[config.mk]
export PLATFORM = sky130hd
export DESIGN_NAME = transport_address_pool_walker_top_flat
export DESIGN_NICKNAME = d
export VERILOG_FILES = /design/src/hw/rtl/tapw_pkg.sv /design/src/hw/rtl/tapw_if.sv /design/src/hw/rtl/tapw_ram.sv /design/src/hw/rtl/tapw_divider.sv /design/src/hw/rtl/transport_address_pool_walker_top.sv /design/src/flat_wrapper.sv
export SDC_FILE = /design/constraint.sdc
export NUM_CORES = 2
export LEC_CHECK = 0
export ABC_AREA = 1
export BUFFER_PORTS_ARGS = -buffer_cell sky130_fd_sc_hd__buf_2
export CAP_MARGIN = 20
export CORE_MARGIN = 3
export CORE_UTILIZATION = 50
export CTS_CLUSTER_SIZE = 40
export DETAILED_ROUTE_END_ITERATION = 10
export HOLD_SLACK_MARGIN = 0.05
export PLACE_DENSITY = 0.67
export SLEW_MARGIN = 20
export SYNTH_ARGS = -nofsm -noshare
export SYNTH_HDL_FRONTEND = slang
export SYNTH_HIERARCHICAL = 1
export SYNTH_SLANG_ARGS = --single-unit
[constraint.sdc]
create_clock -name clk -period 10.52 [get_ports clk]
set_input_delay 0.526 -clock clk [delete_from_list [all_inputs] [get_ports clk]]
set_output_delay 0.526 -clock clk [all_outputs]
set_load 0.005 [all_outputs]
[src/hw/rtl/tapw_pkg.sv]
package tapw_pkg;

    localparam int MAX_RANGES = 16;
    localparam int IDX_W      = $clog2(MAX_RANGES);
    localparam int CNT_W      = $clog2(MAX_RANGES + 1);
    localparam int PORT_W     = 16;
    localparam int ADDR_W     = 32;
    localparam int TOTAL_W    = PORT_W + CNT_W;
    localparam int CURSOR_W   = 18;
    localparam int STEP_W     = 33;
    localparam int ENTRY_W    = ADDR_W + 2 * PORT_W;
    localparam int LIMIT_SHIFT = 7;
    localparam int LIMIT_MIN  = 1024;
    localparam int LIMIT_MAX  = 8192;
    localparam int CFG_IDX_W  = 2;

    typedef enum logic [1:0] {
        FUNC_LOAD  = 2'd0,
        FUNC_START = 2'd1,
        FUNC_NEXT  = 2'd2,
        FUNC_MATCH = 2'd3
    } func_t;

    typedef enum logic [1:0] {
        ST_OK        = 2'd0,
        ST_EXHAUSTED = 2'd1,
        ST_EMPTY     = 2'd2,
        ST_FULL      = 2'd3
    } status_t;

    localparam logic [CFG_IDX_W-1:0] CFG_ITER_MODE  = 2'd0;
    localparam logic [CFG_IDX_W-1:0] CFG_ITER_LIMIT = 2'd1;

    localparam logic [1:0] MODE_AUTO  = 2'd0;
    localparam logic [1:0] MODE_FIXED = 2'd1;

endpackage

[src/hw/rtl/tapw_if.sv]
interface tapw_item_if;
    logic        valid;
    logic        ready;
    logic [1:0]  func;
    logic        first_entry;
    logic [31:0] entry_addr;
    logic [15:0] entry_port_low;
    logic [15:0] entry_port_high;
    logic [31:0] start_offset;
    logic [31:0] query_addr;
    logic [15:0] query_port;

    modport source (output valid, func, first_entry, entry_addr, entry_port_low,
                    entry_port_high, start_offset, query_addr, query_port,
                    input ready);
    modport sink (input valid, func, first_entry, entry_addr, entry_port_low,
                  entry_port_high, start_offset, query_addr, query_port,
                  output ready);
endinterface

interface tapw_result_if;
    logic        valid;
    logic        ready;
    logic [1:0]  status;
    logic [31:0] out_addr;
    logic [15:0] out_port;
    logic        consecutive;
    logic        matched;
    logic [31:0] limit_in_use;

    modport source (output valid, status, out_addr, out_port, consecutive, matched,
                    limit_in_use, input ready);
    modport sink (input valid, status, out_addr, out_port, consecutive, matched,
                  limit_in_use, output ready);
endinterface

interface tapw_cfg_if;
    logic        valid;
    logic        ready;
    logic [1:0]  index;
    logic [31:0] data;

    modport source (output valid, index, data, input ready);
    modport sink (input valid, index, data, output ready);
endinterface

[src/hw/rtl/tapw_ram.sv]
module tapw_ram #(
    parameter int WIDTH = 8,
    parameter int DEPTH = 16
) (
    input  logic                     clk,
    input  logic                     we,
    input  logic [$clog2(DEPTH)-1:0] waddr,
    input  logic [WIDTH-1:0]         wdata,
    input  logic [$clog2(DEPTH)-1:0] raddr,
    output logic [WIDTH-1:0]         rdata
);

    logic [WIDTH-1:0] mem_reg [DEPTH];

    always_ff @(posedge clk)
    begin
        if (we)
        begin
            mem_reg[waddr] <= wdata;
        end
        rdata <= mem_reg[raddr];
    end

endmodule

[src/hw/rtl/tapw_divider.sv]
// Restoring remainder unit: one dividend bit per cycle.
module tapw_divider (
    input  logic                         clk,
    input  logic                         rst_n,
    input  logic                         start,
    input  logic [31:0]                  dividend,
    input  logic [tapw_pkg::TOTAL_W-1:0] divisor,
    output logic                         done,
    output logic [tapw_pkg::TOTAL_W-1:0] remainder
);

    localparam int RW = tapw_pkg::TOTAL_W + 1;

    logic          busy_reg;
    logic [5:0]    count_reg;
    logic [31:0]   dvd_reg;
    logic [RW-1:0] rem_reg;
    logic [tapw_pkg::TOTAL_W-1:0] dvs_reg;
    logic [RW-1:0] shifted;
    logic [RW-1:0] diff;

    assign shifted   = {rem_reg[RW-2:0], dvd_reg[31]};
    assign diff      = shifted - {1'b0, dvs_reg};
    assign remainder = rem_reg[tapw_pkg::TOTAL_W-1:0];

    always_ff @(posedge clk or negedge rst_n)
    begin
        if (!rst_n)
        begin
            busy_reg  <= 1'b0;
            count_reg <= '0;
            done      <= 1'b0;
        end
        else
        begin
            done <= 1'b0;
            if (start)
            begin
                busy_reg  <= 1'b1;
                count_reg <= 6'd32;
            end
            else if (busy_reg)
            begin
                count_reg <= count_reg - 6'd1;
                if (count_reg == 6'd1)
                begin
                    busy_reg <= 1'b0;
                    done     <= 1'b1;
                end
            end
        end
    end

    always_ff @(posedge clk)
    begin
        if (start)
        begin
            dvd_reg <= dividend;
            dvs_reg <= divisor;
            rem_reg <= '0;
        end
        else if (busy_reg)
        begin
            dvd_reg <= {dvd_reg[30:0], 1'b0};
            rem_reg <= (shifted >= {1'b0, dvs_reg}) ? diff : shifted;
        end
    end

endmodule

[src/hw/rtl/transport_address_pool_walker_top.sv]
// Transport address pool walker.
// Channels: item_in carries one request word (load a range, start at a hash
// offset, next address, match query); result_out returns exactly one result
// word per request; cfg writes iter_mode (index 0) and iter_limit (index 1)
// and is always ready.
// Work per request: load writes one range entry unless the table is full; match
//   reads the stored ranges in turn until one covers the query or the last is
//   checked; next reads the current range, and reads again when the cursor moves
//   to another range; start runs the bit-serial remainder unit and then walks the
//   ranges, or reports empty on an empty table.
// One request is worked at a time; item_in.ready is high only while the
// sequencer is idle. A finished result sits in the output register, and the
// next request is accepted while it waits; that request completes once the
// register has been taken.
// Reset clears the range count, port total, step count, cursor and the output
// valid, and returns iter_mode to automatic and iter_limit to 1024. Range
// storage is not cleared; only loaded entries are ever used.
// When result_out.ready is low the result word holds steady until taken.
module transport_address_pool_walker_top (
    input  logic clk,
    input  logic rst_n,
    tapw_item_if.sink     item_in,
    tapw_result_if.source result_out,
    tapw_cfg_if.sink      cfg
);

    localparam int IW = tapw_pkg::IDX_W;
    localparam int CW = tapw_pkg::CNT_W;
    localparam int TW = tapw_pkg::TOTAL_W;
    localparam int PW = tapw_pkg::PORT_W;
    localparam int UW = tapw_pkg::CURSOR_W;
    localparam int SW = tapw_pkg::STEP_W;
    localparam int EW = tapw_pkg::ENTRY_W;
    localparam logic [CW-1:0] FULL = CW'(tapw_pkg::MAX_RANGES);
    localparam logic [SW-1:0] STEP_MAX = '1;

    typedef enum logic [3:0] {
        S_IDLE, S_LOAD, S_START, S_DIV, S_WALK_RD, S_WALK_CMP,
        S_NX_RD, S_NX_CHK, S_NX_RD2, S_NX_FIN, S_MT_RD, S_MT_CMP, S_DONE
    } state_t;

    state_t        state_reg, state_next;
    logic [1:0]    mode_reg;
    logic [31:0]   limit_reg;
    logic [CW-1:0] loaded_reg, loaded_next;
    logic [TW-1:0] total_reg, total_next;
    logic [SW-1:0] steps_reg, steps_next;
    logic [IW-1:0] cur_range_reg, cur_range_next;
    logic [UW-1:0] cur_port_reg, cur_port_next;
    logic [IW-1:0] idx_reg, idx_next;
    logic [TW-1:0] off_reg, off_next;
    logic          out_valid_reg, out_valid_next;

    // held request word
    logic [1:0]    func_reg;
    logic          first_reg;
    logic [31:0]   eaddr_reg, offset_reg, qaddr_reg;
    logic [PW-1:0] elow_reg, ehigh_reg, qport_reg;

    // result being built, and the output word
    tapw_pkg::status_t res_status_reg, res_status_next;
    logic [31:0]   res_addr_reg, res_addr_next;
    logic [PW-1:0] res_port_reg, res_port_next;
    logic          res_consec_reg, res_consec_next;
    logic          res_match_reg, res_match_next;
    logic [1:0]    out_status_reg;
    logic [31:0]   out_addr_reg, out_limit_reg;
    logic [PW-1:0] out_port_reg;
    logic          out_consec_reg, out_match_reg;

    logic          ram_we;
    logic [IW-1:0] ram_waddr;
    logic [EW-1:0] ram_wdata, ram_rdata;
    logic [31:0]   rd_addr;
    logic [PW-1:0] rd_low, rd_high;
    logic          div_start, div_done;
    logic [TW-1:0] div_rem;
    logic          out_load;

    logic [CW-1:0] base;
    logic [PW-1:0] ld_low, ld_high;
    logic [PW:0]   rd_count;
    logic [SW-1:0] steps_inc;
    logic [UW-1:0] port_inc;
    logic [CW-1:0] range_inc;
    logic [31:0]   eff_limit;
    logic [TW-tapw_pkg::LIMIT_SHIFT-1:0] shr;

    tapw_ram #(.WIDTH(EW), .DEPTH(tapw_pkg::MAX_RANGES)) u_ram (
        .clk   (clk),
        .we    (ram_we),
        .waddr (ram_waddr),
        .wdata (ram_wdata),
        .raddr (idx_reg),
        .rdata (ram_rdata)
    );

    tapw_divider u_div (
        .clk       (clk),
        .rst_n     (rst_n),
        .start     (div_start),
        .dividend  (offset_reg),
        .divisor   (total_reg),
        .done      (div_done),
        .remainder (div_rem)
    );

    assign rd_addr  = ram_rdata[EW-1 -: 32];
    assign rd_high  = ram_rdata[2*PW-1 -: PW];
    assign rd_low   = ram_rdata[PW-1:0];
    assign rd_count = {1'b0, rd_high} - {1'b0, rd_low} + (PW+1)'(1);

    assign item_in.ready  = (state_reg == S_IDLE);
    assign cfg.ready      = 1'b1;
    assign out_load       = (state_reg == S_DONE) && (!out_valid_reg || result_out.ready);

    // effective iteration limit from current registers and port total
    assign shr = total_reg[TW-1:tapw_pkg::LIMIT_SHIFT];
    always_comb
    begin
        if (mode_reg == tapw_pkg::MODE_FIXED)
            eff_limit = limit_reg;
        else if (mode_reg != tapw_pkg::MODE_AUTO)
            eff_limit = '0;
        else if (32'(shr) < 32'(tapw_pkg::LIMIT_MIN))
            eff_limit = 32'(tapw_pkg::LIMIT_MIN);
        else if (32'(shr) > 32'(tapw_pkg::LIMIT_MAX))
            eff_limit = 32'(tapw_pkg::LIMIT_MAX);
        else
            eff_limit = 32'(shr);
    end

    assign base      = first_reg ? '0 : loaded_reg;
    assign ld_low    = (elow_reg > ehigh_reg) ? ehigh_reg : elow_reg;
    assign ld_high   = (elow_reg > ehigh_reg) ? elow_reg : ehigh_reg;
    assign ram_waddr = base[IW-1:0];
    assign ram_wdata = {eaddr_reg, ld_high, ld_low};
    assign steps_inc = (steps_reg == STEP_MAX) ? steps_reg : steps_reg + SW'(1);
    assign port_inc  = cur_port_reg + UW'(1);
    assign range_inc = {1'b0, cur_range_reg} + CW'(1);

    always_comb
    begin
        state_next      = state_reg;
        loaded_next     = loaded_reg;
        total_next      = total_reg;
        steps_next      = steps_reg;
        cur_range_next  = cur_range_reg;
        cur_port_next   = cur_port_reg;
        idx_next        = idx_reg;
        off_next        = off_reg;
        res_status_next = res_status_reg;
        res_addr_next   = res_addr_reg;
        res_port_next   = res_port_reg;
        res_consec_next = res_consec_reg;
        res_match_next  = res_match_reg;
        ram_we          = 1'b0;
        div_start       = 1'b0;
        out_valid_next  = out_valid_reg;
        if (result_out.ready)
            out_valid_next = 1'b0;
        if (out_load)
            out_valid_next = 1'b1;

        case (state_reg)
            S_IDLE:
            begin
                if (item_in.valid)
                begin
                    res_status_next = tapw_pkg::ST_OK;
                    res_addr_next   = '0;
                    res_port_next   = '0;
                    res_consec_next = 1'b0;
                    res_match_next  = 1'b0;
                    idx_next        = '0;
                    case (tapw_pkg::func_t'(item_in.func))
                        tapw_pkg::FUNC_LOAD:  state_next = S_LOAD;
                        tapw_pkg::FUNC_START: state_next = S_START;
                        tapw_pkg::FUNC_NEXT:
                        begin
                            idx_next   = cur_range_reg;
                            state_next = S_NX_RD;
                        end
                        tapw_pkg::FUNC_MATCH:
                            state_next = (loaded_reg == '0) ? S_DONE : S_MT_RD;
                        default: state_next = S_DONE;
                    endcase
                end
            end
            S_LOAD:
            begin
                // clear first when asked, then refuse if the table is full
                loaded_next = base;
                total_next  = first_reg ? '0 : total_reg;
                if (base >= FULL)
                    res_status_next = tapw_pkg::ST_FULL;
                else
                begin
                    ram_we      = 1'b1;
                    loaded_next = base + CW'(1);
                    total_next  = (first_reg ? '0 : total_reg)
                                + TW'({1'b0, ld_high} - {1'b0, ld_low} + (PW+1)'(1));
                end
                state_next = S_DONE;
            end
            S_START:
            begin
                if (loaded_reg == '0)
                begin
                    res_status_next = tapw_pkg::ST_EMPTY;
                    state_next      = S_DONE;
                end
                else
                begin
                    div_start  = 1'b1;
                    state_next = S_DIV;
                end
            end
            S_DIV:
            begin
                if (div_done)
                begin
                    off_next   = div_rem;
                    steps_next = '0;
                    idx_next   = '0;
                    state_next = S_WALK_RD;
                end
            end
            S_WALK_RD:  state_next = S_WALK_CMP;
            S_WALK_CMP:
            begin
                // place the cursor in the first range that covers the offset
                if (off_reg <= TW'(rd_count) || ({1'b0, idx_reg} + CW'(1)) == loaded_reg)
                begin
                    cur_range_next = idx_reg;
                    cur_port_next  = UW'(rd_low) + UW'(off_reg);
                    state_next     = S_DONE;
                end
                else
                begin
                    off_next   = off_reg - TW'(rd_count);
                    idx_next   = idx_reg + IW'(1);
                    state_next = S_WALK_RD;
                end
            end
            S_NX_RD:    state_next = S_NX_CHK;
            S_NX_CHK:
            begin
                steps_next = steps_inc;
                if (steps_inc > SW'(total_reg) ||
                    (eff_limit != '0 && steps_inc > SW'(eff_limit)) ||
                    loaded_reg == '0)
                begin
                    res_status_next = tapw_pkg::ST_EXHAUSTED;
                    state_next      = S_DONE;
                end
                else if ({1'b0, cur_range_reg} >= loaded_reg ||
                         port_inc > UW'(rd_high) + UW'(1))
                begin
                    // advance to the next range, wrap past the last
                    cur_range_next = (range_inc >= loaded_reg) ? '0 : range_inc[IW-1:0];
                    idx_next       = (range_inc >= loaded_reg) ? '0 : range_inc[IW-1:0];
                    state_next     = S_NX_RD2;
                end
                else
                begin
                    cur_port_next   = port_inc;
                    res_consec_next = (steps_inc != SW'(1));
                    res_addr_next   = rd_addr;
                    res_port_next   = cur_port_reg[PW-1:0];
                    state_next      = S_DONE;
                end
            end
            S_NX_RD2:   state_next = S_NX_FIN;
            S_NX_FIN:
            begin
                cur_port_next = UW'(rd_low) + UW'(1);
                res_addr_next = rd_addr;
                res_port_next = rd_low;
                state_next    = S_DONE;
            end
            S_MT_RD:    state_next = S_MT_CMP;
            S_MT_CMP:
            begin
                if (rd_addr == qaddr_reg && rd_low <= qport_reg && qport_reg <= rd_high)
                begin
                    res_match_next = 1'b1;
                    state_next     = S_DONE;
                end
                else if (({1'b0, idx_reg} + CW'(1)) == loaded_reg)
                    state_next = S_DONE;
                else
                begin
                    idx_next   = idx_reg + IW'(1);
                    state_next = S_MT_RD;
                end
            end
            S_DONE:
            begin
                if (out_load)
                    state_next = S_IDLE;
            end
            default: state_next = S_IDLE;
        endcase
    end

    always_ff @(posedge clk or negedge rst_n)
    begin
        if (!rst_n)
        begin
            state_reg     <= S_IDLE;
            mode_reg      <= tapw_pkg::MODE_AUTO;
            limit_reg     <= 32'(tapw_pkg::LIMIT_MIN);
            loaded_reg    <= '0;
            total_reg     <= '0;
            steps_reg     <= '0;
            cur_range_reg <= '0;
            cur_port_reg  <= '0;
            out_valid_reg <= 1'b0;
        end
        else
        begin
            state_reg     <= state_next;
            loaded_reg    <= loaded_next;
            total_reg     <= total_next;
            steps_reg     <= steps_next;
            cur_range_reg <= cur_range_next;
            cur_port_reg  <= cur_port_next;
            out_valid_reg <= out_valid_next;
            if (cfg.valid && cfg.index == tapw_pkg::CFG_ITER_MODE)
                mode_reg <= cfg.data[1:0];
            if (cfg.valid && cfg.index == tapw_pkg::CFG_ITER_LIMIT)
                limit_reg <= cfg.data;
        end
    end

    always_ff @(posedge clk)
    begin
        idx_reg        <= idx_next;
        off_reg        <= off_next;
        res_status_reg <= res_status_next;
        res_addr_reg   <= res_addr_next;
        res_port_reg   <= res_port_next;
        res_consec_reg <= res_consec_next;
        res_match_reg  <= res_match_next;
        if (item_in.valid && item_in.ready)
        begin
            func_reg   <= item_in.func;
            first_reg  <= item_in.first_entry;
            eaddr_reg  <= item_in.entry_addr;
            elow_reg   <= item_in.entry_port_low;
            ehigh_reg  <= item_in.entry_port_high;
            offset_reg <= item_in.start_offset;
            qaddr_reg  <= item_in.query_addr;
            qport_reg  <= item_in.query_port;
        end
        if (out_load)
        begin
            out_status_reg <= res_status_reg;
            out_addr_reg   <= res_addr_reg;
            out_port_reg   <= res_port_reg;
            out_consec_reg <= res_consec_reg;
            out_match_reg  <= res_match_reg;
            out_limit_reg  <= eff_limit;
        end
    end

    assign result_out.valid        = out_valid_reg;
    assign result_out.status       = out_status_reg;
    assign result_out.out_addr     = out_addr_reg;
    assign result_out.out_port     = out_port_reg;
    assign result_out.consecutive  = out_consec_reg;
    assign result_out.matched      = out_match_reg;
    assign result_out.limit_in_use = out_limit_reg;

`ifndef SYNTHESIS
    // hold off further requests while one is in flight
    a_busy_after_accept: assert property (@(posedge clk) disable iff (!rst_n)
        item_in.valid && item_in.ready |=> !item_in.ready)
        else $error("request accepted while busy");

    a_loaded_bound: assert property (@(posedge clk) disable iff (!rst_n)
        loaded_reg <= FULL)
        else $error("range count beyond table depth");

    a_full_status: assert property (@(posedge clk) disable iff (!rst_n)
        out_load && res_status_reg == tapw_pkg::ST_FULL |-> loaded_reg == FULL)
        else $error("full status with room in the table");

    a_load_only_in_load: assert property (@(posedge clk) disable iff (!rst_n)
        ram_we |-> func_reg == tapw_pkg::FUNC_LOAD)
        else $error("range write outside a load");
`endif

endmodule

[src/flat_wrapper.sv]
// flat-port wrapper written by rule: the top's interface ports become plain ports
module transport_address_pool_walker_top_flat 
  (clk, rst_n, item_in_valid, item_in_func, item_in_first_entry, item_in_entry_addr, item_in_entry_port_low, item_in_entry_port_high, item_in_start_offset, item_in_query_addr, item_in_query_port, item_in_ready, result_out_valid, result_out_status, result_out_out_addr, result_out_out_port, result_out_consecutive, result_out_matched, result_out_limit_in_use, result_out_ready, cfg_valid, cfg_index, cfg_data, cfg_ready);
  tapw_item_if item_in_i ();
  tapw_result_if result_out_i ();
  tapw_cfg_if cfg_i ();
  input  logic clk;
  input  logic rst_n;
  input wire logic [$bits(item_in_i.valid)-1:0] item_in_valid;
  input wire logic [$bits(item_in_i.func)-1:0] item_in_func;
  input wire logic [$bits(item_in_i.first_entry)-1:0] item_in_first_entry;
  input wire logic [$bits(item_in_i.entry_addr)-1:0] item_in_entry_addr;
  input wire logic [$bits(item_in_i.entry_port_low)-1:0] item_in_entry_port_low;
  input wire logic [$bits(item_in_i.entry_port_high)-1:0] item_in_entry_port_high;
  input wire logic [$bits(item_in_i.start_offset)-1:0] item_in_start_offset;
  input wire logic [$bits(item_in_i.query_addr)-1:0] item_in_query_addr;
  input wire logic [$bits(item_in_i.query_port)-1:0] item_in_query_port;
  output wire logic [$bits(item_in_i.ready)-1:0] item_in_ready;
  output wire logic [$bits(result_out_i.valid)-1:0] result_out_valid;
  output wire logic [$bits(result_out_i.status)-1:0] result_out_status;
  output wire logic [$bits(result_out_i.out_addr)-1:0] result_out_out_addr;
  output wire logic [$bits(result_out_i.out_port)-1:0] result_out_out_port;
  output wire logic [$bits(result_out_i.consecutive)-1:0] result_out_consecutive;
  output wire logic [$bits(result_out_i.matched)-1:0] result_out_matched;
  output wire logic [$bits(result_out_i.limit_in_use)-1:0] result_out_limit_in_use;
  input wire logic [$bits(result_out_i.ready)-1:0] result_out_ready;
  input wire logic [$bits(cfg_i.valid)-1:0] cfg_valid;
  input wire logic [$bits(cfg_i.index)-1:0] cfg_index;
  input wire logic [$bits(cfg_i.data)-1:0] cfg_data;
  output wire logic [$bits(cfg_i.ready)-1:0] cfg_ready;
  assign item_in_i.valid = item_in_valid;
  assign item_in_i.func = item_in_func;
  assign item_in_i.first_entry = item_in_first_entry;
  assign item_in_i.entry_addr = item_in_entry_addr;
  assign item_in_i.entry_port_low = item_in_entry_port_low;
  assign item_in_i.entry_port_high = item_in_entry_port_high;
  assign item_in_i.start_offset = item_in_start_offset;
  assign item_in_i.query_addr = item_in_query_addr;
  assign item_in_i.query_port = item_in_query_port;
  assign item_in_ready = item_in_i.ready;
  assign result_out_valid = result_out_i.valid;
  assign result_out_status = result_out_i.status;
  assign result_out_out_addr = result_out_i.out_addr;
  assign result_out_out_port = result_out_i.out_port;
  assign result_out_consecutive = result_out_i.consecutive;
  assign result_out_matched = result_out_i.matched;
  assign result_out_limit_in_use = result_out_i.limit_in_use;
  assign result_out_i.ready = result_out_ready;
  assign cfg_i.valid = cfg_valid;
  assign cfg_i.index = cfg_index;
  assign cfg_i.data = cfg_data;
  assign cfg_ready = cfg_i.ready;
  transport_address_pool_walker_top u_core (.clk(clk), .rst_n(rst_n), .item_in(item_in_i), .result_out(result_out_i), .cfg(cfg_i));
endmodule
== Word-level counts from Yosys, hierarchy flattened ==
Memories as Yosys holds them, arrays and structs flattened. A register that Yosys moved wholly into a read port is not among the register bits.
Index checks and enable logic that the tools add are counted.
W data, S select, Z words.

* Logic and storage cells: 225
* Memory bits (writable): 1,024
* ROM bits: 0
* Register bits: 508
* Output and inout port bits: 87
* Latch bits: 0
* Memories: 1

{| class="wikitable"
|+ Memory list
! name !! words !! bits a word !! read ports !! clocked after memory_dff !! write ports !! line !! text
|-
| u_core.u_ram.mem_reg || 16 || 64 || 1 || 1 || 1 || tapw_ram.sv:13 || <nowiki>logic [WIDTH-1:0] mem_reg [DEPTH];</nowiki>
|}

* Equal/unequal tests: 36
* Bitwise operators: 0
* Multiplexer cells: 82
* Reduce and logical (&&, ||, !) cells: 41
* Multiply operators: 0
* Add/sub/neg operators: 17
* Divide/modulo/power cells: 0
* Shift operators: 0
* Magnitude comparators: 13

{| class="wikitable"
|+ Operators by type and width
! cell !! count
|-
| $mux W32 || 8
|-
| $mux W21 || 5
|-
| $pmux W32 S3 || 1
|-
| $mux W16 || 5
|-
| $mux W4 || 17
|-
| $mux W33 || 2
|-
| $pmux W33 S2 || 1
|-
| $mux W18 || 3
|-
| $pmux W18 S3 || 1
|-
| $pmux W16 S3 || 1
|-
| $pmux W4 S12 || 1
|-
| $pmux W21 S2 || 1
|-
| $add A16 B1 Y17 const B || 2
|-
| $sub A16 B16 Y17 || 2
|-
| $add A33 B1 Y33 const B || 1
|-
| $eq A33 B33 Y1 const B || 1
|-
| $gt A33 B21 Y1 || 1
|-
| $gt A33 B32 Y1 || 1
|-
| $ne A33 B1 Y1 const B || 1
|-
| $eq A32 B32 Y1 || 1
|-
| $le A16 B16 Y1 || 2
|-
| $reduce_bool A32 Y1 || 1
|-
| $ge A22 B21 Y1 || 1
|-
| $add A21 B1 Y21 const B || 1
|-
| 55 further kinds || 128
|}

== Longest topological paths before layout ==
* Depth in word-level cells: 11
* Gate-level depth with buffers: 50
* Depth with buffers taken out: 49

== Modules after synthesis ==
Netlist, hierarchy kept.

{| class="wikitable"
|+ Modules (own cells, without submodules)
! module !! instances !! area each (um^2) !! cells each
|-
| tapw_ram || 1 || 45,285.9 || 4,210
|-
| transport_address_pool_walker_top || 1 || 25,808.5 || 2,859
|-
| tapw_divider || 1 || 5,026.1 || 648
|}

== Worst setup path before layout ==
No wires, ideal clock.

* Path kind: register to register
* Start: register u_core.state_reg[2]
* End: register u_core.eaddr_reg[0] (enable)
* Arrival time: 7.031 ns
* Path slack: 2.837 ns
* Stages on the path, launching flop included: 6
* Path buffers: 0
* Library setup time: 0.652 ns
* Cell sequence: dfrtp_1 -> nor2_1 -> inv_1 -> nor2_1 -> inv_1 -> nor2_1

* Word-level cells in the longest chain between the ends: 2

{| class="wikitable"
|+ Ends and longest elaborated chain
! what !! line !! text
|-
| start: declaration || transport_address_pool_walker_top.sv:42 || <nowiki>state_t state_reg, state_next;</nowiki>
|-
| start signal: assignment || transport_address_pool_walker_top.sv:323 || <nowiki>state_reg <= state_next;</nowiki>
|-
| $logic_not A4 Y1 || transport_address_pool_walker_top.sv:113 || <nowiki>assign item_in.ready = (state_reg == S_IDLE);</nowiki>
|-
| named net item_in_ready || flat_wrapper.sv:18 || <nowiki>output wire logic [$bits(item_in_i.ready)-1:0] item_in_ready;</nowiki>
|-
| $logic_and A1 B1 Y1 || transport_address_pool_walker_top.sv:346 || <nowiki>if (item_in.valid && item_in.ready)</nowiki>
|-
| end signal: assignment || transport_address_pool_walker_top.sv:350 || <nowiki>eaddr_reg <= item_in.entry_addr;</nowiki>
|-
| end: declaration || transport_address_pool_walker_top.sv:57 || <nowiki>logic [31:0] eaddr_reg, offset_reg, qaddr_reg;</nowiki>
|}

The timed path passes the listed nets, and every way through them passes these cells.
A chain may end at the register's enable or synchronous reset.

== Worst setup path in the final report ==
* Start: register u_core.elow_reg[6]
* End: register u_core.total_reg[20]

* Word-level cells in the longest chain between the ends: 6

{| class="wikitable"
|+ Ends and longest elaborated chain
! what !! line !! text
|-
| start: declaration || transport_address_pool_walker_top.sv:58 || <nowiki>logic [PW-1:0] elow_reg, ehigh_reg, qport_reg;</nowiki>
|-
| start signal: assignment || transport_address_pool_walker_top.sv:351 || <nowiki>elow_reg <= item_in.entry_port_low;</nowiki>
|-
| $gt A16 B16 Y1 || transport_address_pool_walker_top.sv:134 || <nowiki>assign ld_low = (elow_reg > ehigh_reg) ? ehigh_reg : elow_reg;</nowiki>
|-
| $mux W16 || transport_address_pool_walker_top.sv:134 ||
|-
| named net u_core.ld_low[0] || transport_address_pool_walker_top.sv:81 || <nowiki>logic [PW-1:0] ld_low, ld_high;</nowiki>
|-
| $sub A16 B16 Y17 || transport_address_pool_walker_top.sv:202 || <nowiki>+ TW'({1'b0, ld_high} - {1'b0, ld_low} + (PW+1)'(1));</nowiki>
|-
| $add A21 B1 Y21 || transport_address_pool_walker_top.sv:202 ||
|-
| $add A21 B21 Y21 || transport_address_pool_walker_top.sv:202 ||
|-
| $mux W21 || transport_address_pool_walker_top.sv:195 || <nowiki>if (base >= FULL)</nowiki>
|-
| end signal: assignment || transport_address_pool_walker_top.sv:325 || <nowiki>total_reg <= total_next;</nowiki>
|-
| end: declaration || transport_address_pool_walker_top.sv:46 || <nowiki>logic [TW-1:0] total_reg, total_next;</nowiki>
|}

The timed path passes the listed nets, and every way through them passes these cells.

==> results by group <==
STA
  – Achievable frequency: 0.143 GHz
  – Final hold violation count: 0
  – Worst-Margin Slew: between 1000 and 1500 ps
  – Slew headroom: 21.8%
  – Final Critical Period: between 7000 and 8000 ps
  – Final Max Slew Viols: 0
  – Final setup viols: 0
  – Setup TNS: 0 ps
  – RSZ-0062 raised after global routing: no
  – Fin crit share: between 60% and 70%
  – Hold Slack: 156 ps
  – Setup ws final: between 3000 and 4000 ps
  – Skew final: 27.9 ps

Power and ir drop
  – Total Power: 24.8 mW
  – Power Dens Cells: 288 nW/um^2
  – Peak VDD IR: approximately 0.27 mV
  – Leak: 38.0 nW

Clock network
  – CTS tree: yes
  – Clock Latency Late Sink: between 700 and 800 ps
  – Post-CTS Setup Bufs: 0
  – Clock Pin Slew Worst Setup and Hold Paths: 60 ps
  – Post-CTS resize count: 0
  – CTS root buf: clkbuf_16
  – TritonCTS Buffers: roughly 170
  – H-tree level count: 4
  – CTS Sinks: around 1600
  – Max Root-Sink Buffers: 3

Synth
  – Synth top area share: 54.6%
  – Mapped Cells: 7717
  – Yosys Warn Count: 6
  – Post-Syn Area: between 70000 and 80000 sq um
  – Syn nets: roughly 8000
  – Yosys reg bits: 1596
  – Sequential share of the synthesized area: 61.0%
  – Area contributors post-synth: edfxtp_1 (55%), nand2_1 (10%), inv_1 (6.6%)
  – Number of synthesized flops with an enable pin: 1383
  – Commonest register cell after synthesis: edfxtp_1
  – Async SR Flop Fraction: 8.02%
  – Post-synth top area cell: edfxtp_1
  – Library cells used by synthesis: 78
  – Syn avg cell area: 9.86 sq um

Route
  – Routed wire length: 206000 um
  – Via count: 54800
  – DR WL/cell: 20.1 um
  – Iteration-0 DRC Markers: 5470
  – Drt drc: 0
  – First-pass DRT Iterations: 6
  – ANT nets after route: 0
  – Post-DR vias/cell: 5.33

Placed design
  – Cell Count Post-Placement: 9800
  – Final GP Congestion: 0.915
  – Placed cell area: 79000 sq um
  – PortBufs: approximately 270
  – Post-DP HPWL: 126000 um
  – Pre-CTS setup slack: 3630 ps

Finish
  – Final core utilization: 57.3%
  – Fin cells: 10300
  – Filler cells: 12600
  – Share of cells above drive strength 1: 8.88%
  – Design Area, Final: 86300 sq um
  – Net count, final: 8566
  – Most frequent cells in the layout: nand2_1 (2101), edfxtp_1 (1383), inv_1 (1340), nand3_1 (935), buf_2 (270)
  – Max reg flops: about 1000
  – Commonest non-fill, non-tap cell in the layout: nand2_1
  – Area growth from synthesis to layout: 13.3%

Worst setup path
  – Bufs and invs on worst path: 5
  – CP max FO: 51
  – Crit end category: flip-flop
  – Worst path max stage delay: 690 ps
  – Critical path data arrival time: 7680 ps
  – Most frequent CP cell: nand2_1
  – Required @ worst endpoint: 11190 ps
  – Crit-path slowest cell: o21ai_2
  – Crit path max-delay family: simple AND/OR/NAND/NOR gates
  – Kind of critical path: reg2reg
  – CP startpoint kind: flip-flop

Floorplan
  – Die height: 396 um
  – # IOs: 273
  – Initial Util: 50.6%
  – Die area: 157000 sq um
  – Rows: 142
  – Core Region: between 150000 and 200000 sq um
  – Die X: 396 um

Job
  – Number of max-cap violations: 0

Global route
  – Largest net degree at the start of global routing: approximately 180
  – First-pass GRT wire length: a little over 300000 um
  – Total Routing Usage GR: 26.0%
  – Initial antenna violation count: 4
  – Number of global-route vias before repair: between 50000 and 60000
  – GRT overflow: 0

Status
  – Status: finished, final reports clean

Hold path
  – Hold Path Class: in2reg
==> worst register-to-register path, delay by kind of cell (launching register included) <==
family | cells | cell delay, ps
AO/OA/AOI/OAI | 6 | 1540
XOR/XNOR | 1 | 210
adder cells (fa/ha/maj) | 3 | 950
buffers and inverters | 5 | 310
flip-flops | 1 | 430
AND/OR/NAND/NOR | 25 | 3450
==> cells in the mapped netlist, types with 8 or more instances <==
library cell  instances
ha_1                244
buf_6                52
nor3_1               50
o21bai_1             11
a31oi_1              10
buf_4                20
or2_2                 8
o21ai_0             152
nor2_2                8
a21oi_1             188
buf_1                16
mux2_2               21
nand3_2              15
clkbuf_1             61
inv_2                17
o221ai_1             11
nand3_1             935
dfrtp_1             127
nand3b_1             18
a221oi_1             10
buf_2               123
o211ai_1             10
xnor2_1              35
o22ai_1              44
dfxtp_1              85
xor2_1               97
nor2_1              267
nor4_1               30
inv_1              1343
nand2_1            2101
edfxtp_1           1383
nand2_2              25
nand4_1              56
o21a_1                9
o21ai_1              32
==> layout make-up <==
cell class | instances | area (sq um) | area share [%]
clock buffer | 222 | 4510 | 5.22
sequential | 1596 | 46400 | 53.8
multi-input combinational | 4480 | 23000 | 26.7
inverter | 1366 | 5150 | 5.98
antenna | 3 | 7.51 | 0.00870
clock inverter | 83 | 891 | 1.03
timing repair buffer | 521 | 3700 | 4.29
tap | 2016 | 2520 | 2.92
==> power breakdown <==
part,switching (mW),internal (mW)
sequential,0.685,8.21
combinational,6.94,3.21
clock,2.44,3.34
==> metal layers <==
| layer | up-vias | global-route usage (%) | routed length, um |
|---|---|---|---|
| met5 | - | 0 | 0 |
| met4 | 0 | 7.95 | 5550 |
| met3 | 386 | 3.81 | 15600 |
| met2 | 2142 | 41.6 | 95600 |
| met1 | 26100 | 36.8 | 89600 |
| li1 | 26200 | - | - |
==> path summary, 6_finish.rpt <==
check | from | end | slack [ps] | depth (start not counted)
setup / recovery | u_core/elow_reg[6] | u_core/total_reg[20] | 3510 | 40
hold / removal | cfg_valid | u_core/mode_reg[0] | 160 | 3
setup reg to reg | u_core/elow_reg[6] | u_core/total_reg[20] | 3510 | 40
hold reg to reg | u_core/res_addr_reg[30] | u_core/result_out.out_addr[30] | 420 | 0
max in group asynchronous | rst_n | u_core/steps_reg[11] | 8740 | 3
min in group asynchronous | rst_n | u_core/cur_port_reg[16] | 330 | 2
==> kinds of logic (layout without fill, tap and decap cells) <==
kind of cell             after synthesis  count (layout)  synth area share, %
other                                  1               4              0.00493
buffers and inverters               1641            2192                 8.96
XOR/XNOR                             132             132                 1.52
AND/OR/NAND/NOR                     3550            3550                 20.1
AO/OA/AOI/OAI                        527             527                 3.97
flip-flops                          1596            1596                 61.0
multiplexers                          21              21                0.311
adder cells (fa/ha/maj)              249             249                 4.14
==> repair_timing <==
action / 4_1_cts / 5_1_grt
endpoints found under the hold margin: 239 / 0
hold buffers: 179 / 0
endpoints found under the setup margin: 0 / 0
No activity file was read; power rests on OpenSTA's default activity.
